File: config.mk
export PLATFORM = sky130hd
export DESIGN_NAME = gcd_by_trial_factorization
export DESIGN_NICKNAME = d
export VERILOG_FILES = /design/src/design/gbtf_pkg.sv /design/src/design/gbtf_datapath.sv /design/src/design/gbtf_controller.sv /design/src/design/gcd_by_trial_factorization.sv
export SDC_FILE = /design/constraint.sdc
export NUM_CORES = 1
export LEC_CHECK = 0
export BUFFER_PORTS_ARGS = -buffer_cell sky130_fd_sc_hd__buf_4
export CORE_ASPECT_RATIO = 0.75
export CORE_MARGIN = 1.5
export CORE_UTILIZATION = 25
export CTS_CLUSTER_SIZE = 14
export DETAILED_ROUTE_END_ITERATION = 8
export PLACE_DENSITY_LB_ADDON = 0.05
export SLEW_MARGIN = 20
export SYNTH_ARGS = -nofsm -noshare
export SYNTH_HDL_FRONTEND = slang
export SYNTH_SLANG_ARGS = --single-unit
File: constraint.sdc
create_clock -name clock -period 3.91 [get_ports clock]
set_clock_uncertainty 0.05 [all_clocks]
set_input_delay 0 -clock clock [delete_from_list [all_inputs] [get_ports clock]]
set_output_delay 0 -clock clock [all_outputs]
set_load 0.02 [all_outputs]
File: src/design/gbtf_pkg.sv
`default_nettype none

package gbtf_pkg;

   localparam int ValueWidth = 31;
   localparam int CountWidth = $clog2(ValueWidth);

   typedef logic [ValueWidth-1:0] value_type;
   typedef logic [CountWidth-1:0] count_type;

   // controller to datapath
   typedef struct packed {
      logic load;
      logic set_one;
      logic step;
      logic scale;
      logic emit;
   } gbtf_cmd_type;

   // datapath to controller
   typedef struct packed {
      logic trivial;
      logic equal;
      logic count_zero;
   } gbtf_status_type;

endpackage

`default_nettype wire

File: src/design/gbtf_datapath.sv
`default_nettype none

module gbtf_datapath
   import gbtf_pkg::*;
(
   input  wire logic            clock,
   input  wire gbtf_cmd_type    cmd,
   input  wire value_type       req_first_value,
   input  wire value_type       req_second_value,
   output gbtf_status_type      status,
   output value_type            rsp_divisor_result
);

   value_type a_ff, a_in;
   value_type b_ff, b_in;
   count_type k_ff, k_in;
   value_type res_ff, res_in;

   logic      a_gt_b;
   value_type diff;

   assign a_gt_b = a_ff > b_ff;
   assign diff   = a_gt_b ? (a_ff - b_ff) : (b_ff - a_ff);

   always_comb begin
      a_in   = a_ff;
      b_in   = b_ff;
      k_in   = k_ff;
      res_in = res_ff;
      if (cmd.load) begin
         a_in = req_first_value;
         b_in = req_second_value;
         k_in = '0;
      end else if (cmd.step) begin
         if (!a_ff[0] && !b_ff[0]) begin
            // common factor of two: remember it for the final scale
            a_in = a_ff >> 1;
            b_in = b_ff >> 1;
            k_in = CountWidth'(k_ff + 1'b1);
         end else if (!a_ff[0]) begin
            a_in = a_ff >> 1;
         end else if (!b_ff[0]) begin
            b_in = b_ff >> 1;
         end else if (a_gt_b) begin
            // both odd: the difference is even, drop its factor of two at once
            a_in = diff >> 1;
         end else begin
            b_in = diff >> 1;
         end
      end else if (cmd.scale) begin
         a_in = a_ff << 1;
         k_in = CountWidth'(k_ff - 1'b1);
      end
      if (cmd.set_one) begin
         res_in = ValueWidth'(1);
      end else if (cmd.emit) begin
         res_in = a_ff;
      end
   end

   always_ff @(posedge clock) begin
      a_ff   <= a_in;
      b_ff   <= b_in;
      k_ff   <= k_in;
      res_ff <= res_in;
   end

   assign status.trivial    = (a_ff[ValueWidth-1:1] == '0) || (b_ff[ValueWidth-1:1] == '0);
   assign status.equal      = (a_ff == b_ff);
   assign status.count_zero = (k_ff == '0);

   assign rsp_divisor_result = res_ff;

endmodule

`default_nettype wire

File: src/design/gbtf_controller.sv
`default_nettype none

module gbtf_controller
   import gbtf_pkg::*;
(
   input  wire logic            clock,
   input  wire logic            reset,
   input  wire logic            start,
   input  wire gbtf_status_type status,
   output logic                 busy,
   output gbtf_cmd_type         cmd,
   output logic                 rsp_valid
);

   typedef enum logic [1:0] {
      IDLE,
      CHECK,
      REDUCE,
      SCALE
   } state_type;

   state_type state_ff, state_in;
   logic      rsp_valid_ff, rsp_valid_in;

   always_comb begin
      state_in     = state_ff;
      rsp_valid_in = 1'b0;
      cmd          = '0;
      case (state_ff)
         IDLE: begin
            if (start) begin
               cmd.load = 1'b1;
               state_in = CHECK;
            end
         end
         CHECK: begin
            if (status.trivial) begin
               // an operand of zero or one gives one
               cmd.set_one  = 1'b1;
               rsp_valid_in = 1'b1;
               state_in     = IDLE;
            end else begin
               state_in = REDUCE;
            end
         end
         REDUCE: begin
            if (status.equal) begin
               state_in = SCALE;
            end else begin
               cmd.step = 1'b1;
            end
         end
         SCALE: begin
            if (status.count_zero) begin
               cmd.emit     = 1'b1;
               rsp_valid_in = 1'b1;
               state_in     = IDLE;
            end else begin
               cmd.scale = 1'b1;
            end
         end
         default: begin
            state_in = IDLE;
         end
      endcase
   end

   always_ff @(posedge clock) begin
      if (reset) begin
         state_ff     <= IDLE;
         rsp_valid_ff <= 1'b0;
      end else begin
         state_ff     <= state_in;
         rsp_valid_ff <= rsp_valid_in;
      end
   end

   assign busy      = (state_ff != IDLE);
   assign rsp_valid = rsp_valid_ff;

endmodule

`default_nettype wire

File: src/design/gcd_by_trial_factorization.sv
`default_nettype none

// Greatest common divisor of two unsigned operands. A word is taken when
// start is high and busy is low; the result appears on rsp_divisor_result for
// exactly one cycle with rsp_valid and cannot be held off, so the receiver
// must take it then. An operand of zero or one gives a result of one. The
// work runs a binary subtract-and-shift loop, one step per cycle: each step
// halves one or both operands or replaces the larger of two odd operands by
// half their difference, and common factors of two are restored one shift per
// cycle at the end. busy drops in the cycle the result is shown, so the next
// word may be started right away.
module gcd_by_trial_factorization
   import gbtf_pkg::*;
(
   input  wire logic      clock,
   input  wire logic      reset,
   input  wire logic      start,
   output logic           busy,
   input  wire value_type req_first_value,
   input  wire value_type req_second_value,
   output logic           rsp_valid,
   output value_type      rsp_divisor_result
);

   gbtf_cmd_type    cmd;
   gbtf_status_type status;

   gbtf_datapath u_datapath (
      .clock              (clock),
      .cmd                (cmd),
      .req_first_value    (req_first_value),
      .req_second_value   (req_second_value),
      .status             (status),
      .rsp_divisor_result (rsp_divisor_result)
   );

   gbtf_controller u_controller (
      .clock     (clock),
      .reset     (reset),
      .start     (start),
      .status    (status),
      .busy      (busy),
      .cmd       (cmd),
      .rsp_valid (rsp_valid)
   );

`ifndef SYNTHESIS
   a_accept_busy: assert property (@(posedge clock) disable iff (reset)
      start && !busy |=> busy)
      else $error("accepted word did not raise busy");

   a_load_idle: assert property (@(posedge clock) disable iff (reset)
      cmd.load |-> !busy)
      else $error("operands loaded while busy");

   a_result_single: assert property (@(posedge clock) disable iff (reset)
      rsp_valid |=> !rsp_valid)
      else $error("result strobe held longer than one cycle");

   a_result_nonzero: assert property (@(posedge clock) disable iff (reset)
      rsp_valid |-> (rsp_divisor_result != '0) && !busy)
      else $error("zero result or result shown while busy");
`endif

endmodule

`default_nettype wire

After elaboration in Yosys (flattened, before gate mapping)
Cells that the tools add are included.
{ "word_totals": {"regBits": 101, "word_cells": 74, "input_bits": 65} }
{ "classes": {"n_addsub": 4, "reduce_logical": 18, "n_mux": 32, "n_lt_le_gt_ge": 1, "n_eq_ne": 11} }
{ "ops": {"columns": ["op", "n"], "rows": [
  ["31-bit two-way mux", 14],
  ["31-bit subtractor", 2],
  ["30-bit zero test", 2],
  ["31-bit equality test", 1],
  ["31-bit greater-than comparator", 1],
  ["5-bit two-way mux", 3],
  ["2-bit two-way mux", 5],
  ["5-bit inequality test, second input constant", 2],
  ["3-bit AND reduction", 3],
  ["1-bit two-way mux", 8],
  ["2-bit one-hot mux with 4 select lines", 1],
  ["2-bit inequality test, second input constant", 3],
  ["2-bit nonzero test", 3],
  ["3-bit nonzero test", 2],
  ["5-bit by 1-bit adder with 5-bit output, second input constant", 1],
  ["5-bit zero test", 1],
  ["5-bit by 1-bit subtractor with 5-bit output, second input constant", 1],
  ["2-bit equality test, second input constant", 2],
  ["4-bit inequality test, second input constant", 1],
  ["2-bit AND reduction", 2],
  ["2-bit by 1-bit equality test with 1-bit output, second input constant", 1],
  ["1-bit zero test", 2],
  ["2-bit zero test", 1],
  ["2-bit by 1-bit inequality test with 1-bit output, second input constant", 1],
  ["3 further kinds", 3]
]} }

Logic depth before layout (Yosys ltp)
Gate-level depths: netlist of the first run.
{ "depth": {"ltp_word": 8, "ltp_mapped": 17, "mapped_depth_nobuf": 14} }

Modules after synthesis
Synthesis of the first run repeated with hierarchy kept, for this count alone.
{ "hier_totals": {"hier_cells": 1048, "area_unflattened_um2": 8727.1} }
{ "by_module_without_submodules": {"columns": ["mod", "n_inst", "cells_each", "area_per_inst_um2"], "rows": [
  ["gbtf_datapath", 1, 1026, 8559.5],
  ["gbtf_controller", 1, 22, 167.7]
]} }

Worst setup path after synthesis of the first run
OpenSTA, ideal clock, no wires.
{ "synth_path": {"path_type": "register to register", "startpoint": "reg u_datapath.a_ff[3]", "endpoint": "reg u_datapath.a_ff[10] (enable)", "stages_incl_launch_ff": 12, "synth_period_minus_slack_ns": 3.456, "n_path_buf": 2, "t_arrival_ns": 3.014, "setup_time_ns": 0.392, "required_time_ns": 3.468, "path_slack_ns": 0.454, "path_cell_list": "edfxtp_1 ha_1 buf_2 nand4_1 a21oi_2 o31a_1 o2111ai_2 a211oi_2 o21ai_2 buf_4 a21oi_1 o31a_1"} }
{ "synth_via": {"elab_chain_cells": 5, "elab_cells_between_ends": 8} }
{ "synth_rtl": {"columns": ["element", "line", "source"], "rows": [
  ["start: declaration", "gbtf_datapath.sv:14", "value_type a_ff, a_in;"],
  ["start signal: assignment", "gbtf_datapath.sv:62", "a_ff <= a_in;"],
  ["branches (longest 4 deep; another with 31-bit greater-than comparator)", null, null],
  ["3-bit AND reduction (no line) *", null, null]
]} }
Mark *: on every way between the ends.
A chain may end at the register's enable or synchronous reset.

Worst setup path after layout of the first run
{ "layout_path": {"startpoint": "reg u_datapath.a_ff[0]", "endpoint": "reg u_datapath.a_ff[27] (data pin)"} }
{ "layout_via": {"elab_chain_cells": 8, "elab_cells_between_ends": 15} }
{ "layout_rtl": {"columns": ["element", "line", "source"], "rows": [
  ["31-bit subtractor or 31-bit greater-than comparator (tied branches)", "gbtf_datapath.sv:23, gbtf_datapath.sv:22", null],
  ["31-bit two-way mux", "gbtf_datapath.sv:23", "assign diff = a_gt_b ? (a_ff - b_ff) : (b_ff - a_ff);"],
  ["31-bit two-way mux", "gbtf_datapath.sv:44", "end else if (a_gt_b) begin"],
  ["31-bit two-way mux", "gbtf_datapath.sv:42", "end else if (!b_ff[0]) begin"],
  ["31-bit two-way mux", "gbtf_datapath.sv:40", "end else if (!a_ff[0]) begin"],
  ["31-bit two-way mux", "gbtf_datapath.sv:35", "if (!a_ff[0] && !b_ff[0]) begin"],
  ["31-bit two-way mux *", "gbtf_datapath.sv:34", "end else if (cmd.step) begin"],
  ["31-bit two-way mux *", "gbtf_datapath.sv:30", "if (cmd.load) begin"],
  ["via u_datapath.a_in[27]", "gbtf_datapath.sv:14", null]
]} }
The timed path passes the listed nets; every way through them passes the cells marked *. The select of a mux whose other input is x is not followed.

==> flow_metrics.py, run 1 <==
metrics = {
    "cts": {
        "tritoncts.num_buffers": 9,
        "clock_path_buffers": 2,
        "clkTransAtPathRegs_ns": 0.08,
        "cts_resized": 0,
        "cts-root-buf": "clkbuf_16",
        "cts.sinks": 101,
        "cts_tree": "yes",
        "h-tree-depth": 3,
        "clkLatencyLatePin_ns": 0.38,
    },
    "sta": {
        "drv_slew": 0,
        "fin_crit_ns": 3.64,
        "relSlewSlack": 0.397,
        "worst-slew-pin-transition_ns": 0.896,
        "setup_violations": 0,
        "fin_ws_ns": 0.269,
        "min_period_over_period": 0.931,
        "tns_ns": 0,
        "hold_viol": 0,
        "fmax_ghz": 0.275,
        "rsz0062_at_grt": "false",
    },
    "setup_path": {
        "setup.worst_path.end_class": "flop",
        "critPathKind": "flop to flop",
        "path_delay_family": "compound AO/OA/AOI/OAI gates",
        "critical_path_arrival_ns": 3.72,
        "critPathRequiredTime_ns": 3.99,
        "cp_num_buf_inv": 1,
        "path_cells": "inv_1 -> ha_1 -> fa_1 -> and4b_1 -> a2111oi_4 -> o21bai_1 -> a21oi_1 -> o211ai_1 -> xor2_1 -> a221oi_1 -> nor2_1",
        "cp_max_fo": 6,
        "cpPeakStageDelay_ns": 0.48,
        "cp_slowest_cell": "edfxtp_1",
        "critPathLaunchType": "flop",
    },
    "logic_synthesis": {
        "syn_area_per_cell_sq_um": 7.81,
        "syn_inst": 1138,
        "syn_area_sq_mm": 0.00889,
        "syn_nets": 1273,
        "muxShareOfSynthArea": 0.00675,
        "synth_edf_count": 62,
        "synth_ff_type": "edfxtp_1",
        "yosys.area_share.simple": 0.193,
        "synth_top_family_by_area": "compound AO/OA/AOI/OAI gates",
        "synth_fa_ha_area_frac": 0.101,
        "synth_compound_area_frac": 0.277,
        "seq_area_frac_synth": 0.297,
        "yosys_register_bits": 101,
        "ys_async_sr_fraction": 0,
        "synth.distinct_cells": 72,
        "synth-xor-area-share": 0.0473,
        "ys_warn_count": 0,
    },
    "min_path": {
        "hold_path_class": "input pin to flop",
    },
    "detailed_routing": {
        "drc": 7,
        "ant_nets": 0,
        "totalWireLength_microns": 38900,
        "drt-initial-drc-count": 711,
        "via_count": 9136,
        "vias_per_cell": 5.20,
        "post_drt_wl_per_cell_microns": 22.1,
        "dr.pass1.iters": 7,
    },
    "floorplan": {
        "row_count": 59,
        "die_height_microns": 166,
        "die_area_sq_mm": 0.0367,
        "start_util": 0.255,
        "io_pins": 98,
        "die_w_microns": 221,
        "coreArea_sq_mm": 0.0348,
    },
    "power": {
        "ir_drop_uv": 218,
        "p_leak_nw": 4.75,
        "p_int_w": 0.00365,
        "power.share.clock": 0.131,
        "combPwrFrac": 0.619,
        "seq_power_share": 0.250,
        "p_sw_w": 0.00351,
        "switching_share": 0.490,
        "p_per_area_mw_per_mm2": 636,
    },
    "run": {
        "drv_cap": 0,
    },
    "global_routing": {
        "overflow": 0,
        "antenna_found_initial": 0,
        "grt_pass1_vias": 9026,
        "grt_pass1_wl_microns": 58700,
        "grt_usage": 0.215,
        "grt_max_degree": 45,
    },
    "placed_design": {
        "dpl_worst_slack_ns": 0.308,
        "place.gp.congestion": 0.896,
        "port_buffers": 97,
        "hpwlAfterDp_microns": 30600,
        "place_area_sq_mm": 0.0104,
    },
    "finish": {
        "fin_nets": 1431,
        "drive_gt1_frac": 0.156,
        "syn_to_final_growth_pct": 26.6,
        "antenna_cells_inserted": 0,
        "stdcell_area_sq_mm": 0.0113,
    },
    "outcome": {
        "status": "complete, but fails checks",
        "violations": "design-rule violations",
    },
}
==> worst paths after layout <==
path | depth (start not counted) | end | slack, ns | startpoint
setup / recovery | 11 | u_datapath.a_ff[27]$_DFFE_PP_ | 0.27 | u_datapath.a_ff[0]$_DFFE_PP_
hold / removal | 4 | u_controller.state_ff[0]$_SDFFE_PP0P_ | 0.03 | start
setup reg to reg | 11 | u_datapath.a_ff[27]$_DFFE_PP_ | 0.27 | u_datapath.a_ff[0]$_DFFE_PP_
hold reg to reg | 2 | u_datapath.rsp_divisor_result[13]$_SDFFE_PP0P_ | 0.41 | u_datapath.rsp_divisor_result[13]$_SDFFE_PP0P_
==> power groups by stage <==
stage | clock network (W) | registers [W] | logic, W
after floorplan | 0 | 0.00190 | 0.00267
after global placement | 0 | 0.00182 | 0.00439
after detailed placement | 0 | 0.00182 | 0.00435
after CTS | 0.000988 | 0.00179 | 0.00442
after global routing | 0.00101 | 0.00183 | 0.00486
final | 0.000937 | 0.00179 | 0.00444
==> cell usage in the layout, fill, tap and decap left out, types with 32 or more instances in the layout <==
cell type	netlist	final
o21ai_0	57	57
nor2_1	96	94
dfxtp_1	39	39
ha_1	67	67
nand2_1	142	142
buf_4	8	161
a21oi_1	136	136
inv_1	86	86
dlygate4sd3_1	0	59
xnor2_1	32	32
edfxtp_1	62	62
==> through the flow <==
| stage | power (W) | utilization | std cells | hold slack [ns] |
|---|---|---|---|---|
| 2_1_floorplan | 0.00456 | - | 1138 | 0.0191 |
| 4_1_cts | 0.00720 | 0.323 | 1758 | 0.0137 |
| 3_3_place_gp | 0.00621 | 0.298 | 1683 | 0.134 |
| 5_1_grt | 0.00770 | 0.323 | 1758 | 0.0337 |
| 6_report | 0.00716 | 0.323 | 1758 | 0.0315 |
| 3_5_place_dp | 0.00617 | 0.298 | 1683 | 0.136 |
==> area by class of cell <==
class,instances,area [sq um]
clock buffer,10,229
clock inverter,6,53.8
fill,3837,23600
inverter,86,323
multi-input combinational,875,5580
sequential,101,2640
tap,457,572
timing repair buffer,223,1860
==> metal layers <==
metal / vias to the layer above / track usage / share of wire
li1: 4436 / - / -
met1: 4433 / 0.318 / 0.50
met2: 234 / 0.329 / 0.44
met3: 33 / 0.0278 / 0.041
met4: 0 / 0.0523 / 0.019
met5: - / 0 / 0
==> repair_timing <==
action                                  4_1_cts  5_1_grt
endpoints found under the setup margin        0        0
hold buffers                                 59        0
hold endpoints to repair                     61        0
setup buffers                                 0        0
==> synthesized netlist by cell type, drive strengths merged (10+ instances only) <==
cell	count	area, sq um
nor3	15	75.1
inv	86	323
ha	67	838
xnor2	32	280
and3	12	75.1
edfxtp	62	1860
nor4	18	119
o22ai	25	156
a21oi	139	707
o21ai	63	323
o21bai	12	90.1
nand2	142	533
buf	35	215
a22oi	14	110
a31oi	26	163
dfxtp	39	781
nand4	21	131
a211oi	10	80.1
a21o	21	158
xor2	16	140
a221oi	11	109
nor2	96	360
nand3	19	95.1
clkbuf	41	154
==> kinds of logic (layout without fill, tap and decap cells) <==
family,count (synthesis),count (layout)
xor+xnor,48,48
fa+ha+maj,70,70
compound gates,383,383
mux,6,6
flops,101,101
buf+inv,162,325
simple gates,368,368
==> registers in the layout, indices dropped and copies added, names as in the netlist, named ones only <==
signal,count
u_controller.state_ff,1
u_datapath.k_ff,5
u_datapath.rsp_divisor_result,31
u_controller.rsp_valid,1
u_datapath.a_ff,31
u_datapath.b_ff,31
==> worst reg2reg max path, stage by stage (launching register included) <==
cell       delay [ns]
edfxtp_1         0.48
inv_1            0.25
ha_1             0.25
fa_1             0.28
and4b_1          0.25
a2111oi_4        0.44
o21bai_1         0.15
a21oi_1          0.44
o211ai_1         0.23
xor2_1           0.20
a221oi_1         0.30
nor2_1           0.08
Note: power is estimated with default switching activity, not from simulation.
==> run 2: changes to the inputs <==
==> constraint.sdc (replaced) <==
create_clock -name clock -period 3.9 [get_ports clock]
set_clock_uncertainty 0.05 [all_clocks]
set_input_delay 0 -clock clock [delete_from_list [all_inputs] [get_ports clock]]
set_output_delay 0 -clock clock [all_outputs]
set_load 0.02 [all_outputs]
==> flow_metrics.py, run 2 (synthesis results as in run 1) <==
metrics = {
    "outcome": {
        "status": "complete, but fails checks",
        "violations": "design-rule violations",
    },
    "setup_path": {
        "critPathLaunchType": "flop",
        "reg2reg_slack_ns": 0.22,
        "critPathKind": "flop to flop",
        "rr_startpoint": "u_datapath.b_ff[6]$_DFFE_PP_",
        "setup.worst_path.end_class": "flop",
        "critical_path_arrival_ns": 3.76,
        "r2r_end": "u_datapath.b_ff[5]$_DFFE_PP_",
        "critPathRequiredTime_ns": 3.98,
        "r2r_cells": 11,
        "cp_max_fo": 9,
    },
    "min_path": {
        "worstHoldEndpoint": "u_controller.state_ff[0]$_SDFFE_PP0P_",
        "hold_path_class": "input pin to flop",
        "holdPathStages": 4,
        "holdCritStartpoint": "start",
    },
    "power": {
        "p_per_area_mw_per_mm2": 646,
        "switching_share": 0.484,
        "seq_power_share": 0.246,
        "p_sw_w": 0.00354,
        "ir_drop_uv": 207,
        "p_int_w": 0.00377,
        "p_leak_nw": 4.78,
        "power.share.clock": 0.143,
        "combPwrFrac": 0.611,
    },
    "global_routing": {
        "grt_max_degree": 44,
        "grt_pass1_wl_microns": 58400,
        "grt_pass1_vias": 9048,
        "grt_usage": 0.214,
        "antenna_found_initial": 0,
        "overflow": 0,
    },
    "cts": {
        "clkTransAtPathRegs_ns": 0.08,
        "cts_resized": 0,
        "cts_setup_buffers": 0,
        "cts-root-buf": "clkbuf_16",
        "clkLatencyLatePin_ns": 0.39,
        "ctsHoldBuffers": 61,
        "cts_tree": "yes",
        "cts.sinks": 101,
        "h-tree-depth": 3,
        "tritoncts.num_buffers": 9,
        "clock_path_buffers": 2,
    },
    "floorplan": {
        "coreArea_sq_mm": 0.0348,
        "row_count": 59,
        "io_pins": 98,
        "die_w_microns": 221,
        "die_height_microns": 166,
        "die_area_sq_mm": 0.0367,
        "start_util": 0.255,
    },
    "sta": {
        "fmax_ghz": 0.272,
        "worst-slew-pin-transition_ns": 0.980,
        "hold_viol": 0,
        "relSlewSlack": 0.345,
        "tns_ns": 0,
        "drv_slew": 0,
        "setup_violations": 0,
        "fin_crit_ns": 3.68,
        "rsz0062_at_grt": "false",
        "min_period_over_period": 0.943,
    },
    "finish": {
        "fin_nets": 1432,
        "antenna_cells_inserted": 0,
        "syn_to_final_growth_pct": 27.3,
        "drive_gt1_frac": 0.155,
        "nFillCells": 3865,
        "mostFrequentLayoutCell": "buf_4",
        "mostFrequentLayoutCells": "buf_4, nand2_1, a21oi_1, nor2_1, inv_1",
        "stdcell_area_sq_mm": 0.0113,
    },
    "detailed_routing": {
        "post_drt_wl_per_cell_microns": 22.2,
        "vias_per_cell": 5.20,
        "via_count": 9149,
        "totalWireLength_microns": 39000,
        "drc": 5,
        "ant_nets": 0,
        "dr.pass1.iters": 9,
        "drt-initial-drc-count": 586,
    },
    "placed_design": {
        "place_area_sq_mm": 0.0104,
        "hpwlAfterDp_microns": 30700,
        "place.gp.congestion": 0.923,
        "port_buffers": 97,
    },
    "run": {
        "drv_cap": 0,
    },
}
## run 2: cell types whose count changed in the layout (fill, tap and decap cells not counted), sizes merged
cell / previous run / this run
dlygate4sd3: 59 / 61
buf: 164 / 163
bufinv: 0 / 1
clkbuf: 10 / 11
clkinv: 2 / 1
clkinvlp: 1 / 0
## run 2: worst max-delay path by stage
stage | startpoint | to | slack, ns | cells past startpoint
floorplan | u_datapath.a_ff[3]$_DFFE_PP_ | u_datapath.a_ff[10]$_DFFE_PP_ | 0.44 | 11
global placement | u_datapath.b_ff[7]$_DFFE_PP_ | u_datapath.b_ff[29]$_DFFE_PP_ | 0.33 | 11
detailed placement | u_datapath.b_ff[6]$_DFFE_PP_ | u_datapath.b_ff[11]$_DFFE_PP_ | 0.28 | 11
CTS | u_datapath.b_ff[6]$_DFFE_PP_ | u_datapath.b_ff[11]$_DFFE_PP_ | 0.28 | 11
global route | u_datapath.b_ff[7]$_DFFE_PP_ | u_datapath.b_ff[29]$_DFFE_PP_ | 0.04 | 11
finish | u_datapath.b_ff[6]$_DFFE_PP_ | u_datapath.b_ff[5]$_DFFE_PP_ | 0.22 | 11
## run 2: critical path: stages (launching register included)
cell	delay (ns)
edfxtp_1	0.49
inv_1	0.11
ha_1	0.54
o21ai_1	0.21
o21bai_1	0.32
o31a_1	0.20
o2111ai_2	0.21
a211oi_2	0.35
o21ai_2	0.19
buf_4	0.21
and3_1	0.22
a221o_1	0.31
## run 2: per-stage QoR
stage                     setup WS [ns]  power [W]  instances   util  hold slack (ns)
after floorplan                   0.444    0.00457       1138      -           0.0191
after global placement            0.329    0.00624       1682  0.298            0.134
after detailed placement          0.276    0.00620       1682  0.298            0.133
after CTS                         0.278    0.00734       1759  0.325          0.00234
after global routing             0.0397    0.00782       1759  0.325           0.0598
final                             0.222    0.00731       1759  0.325           0.0225
## run 2: power by group through the flow
stage | registers (W) | clock network [W] | logic [W]
after global placement | 0.00183 | 0 | 0.00441
after floorplan | 0.00190 | 0 | 0.00267
after detailed placement | 0.00183 | 0 | 0.00437
after global routing | 0.00183 | 0.00111 | 0.00487
after CTS | 0.00181 | 0.00109 | 0.00444
final | 0.00180 | 0.00104 | 0.00447
## run 2: per-layer routing
layer,share of wire,track usage,vias to the layer above
li1,-,-,4435
met5,0,0,-
met2,0.44,0.327,234
met1,0.51,0.317,4453
met4,0.014,0.0455,0
met3,0.037,0.0295,27
## run 2: cell type report
type / count / area, sq um / area share
Clock buffer: 11 / 254 / 0.0224
Clock inverter: 5 / 62.6 / 0.00553
Inverter: 86 / 323 / 0.0285
Multi-Input combinational cell: 875 / 5580 / 0.493
Sequential cell: 101 / 2640 / 0.233
Tap cell: 457 / 572 / 0.0505
Timing Repair Buffer: 224 / 1880 / 0.166
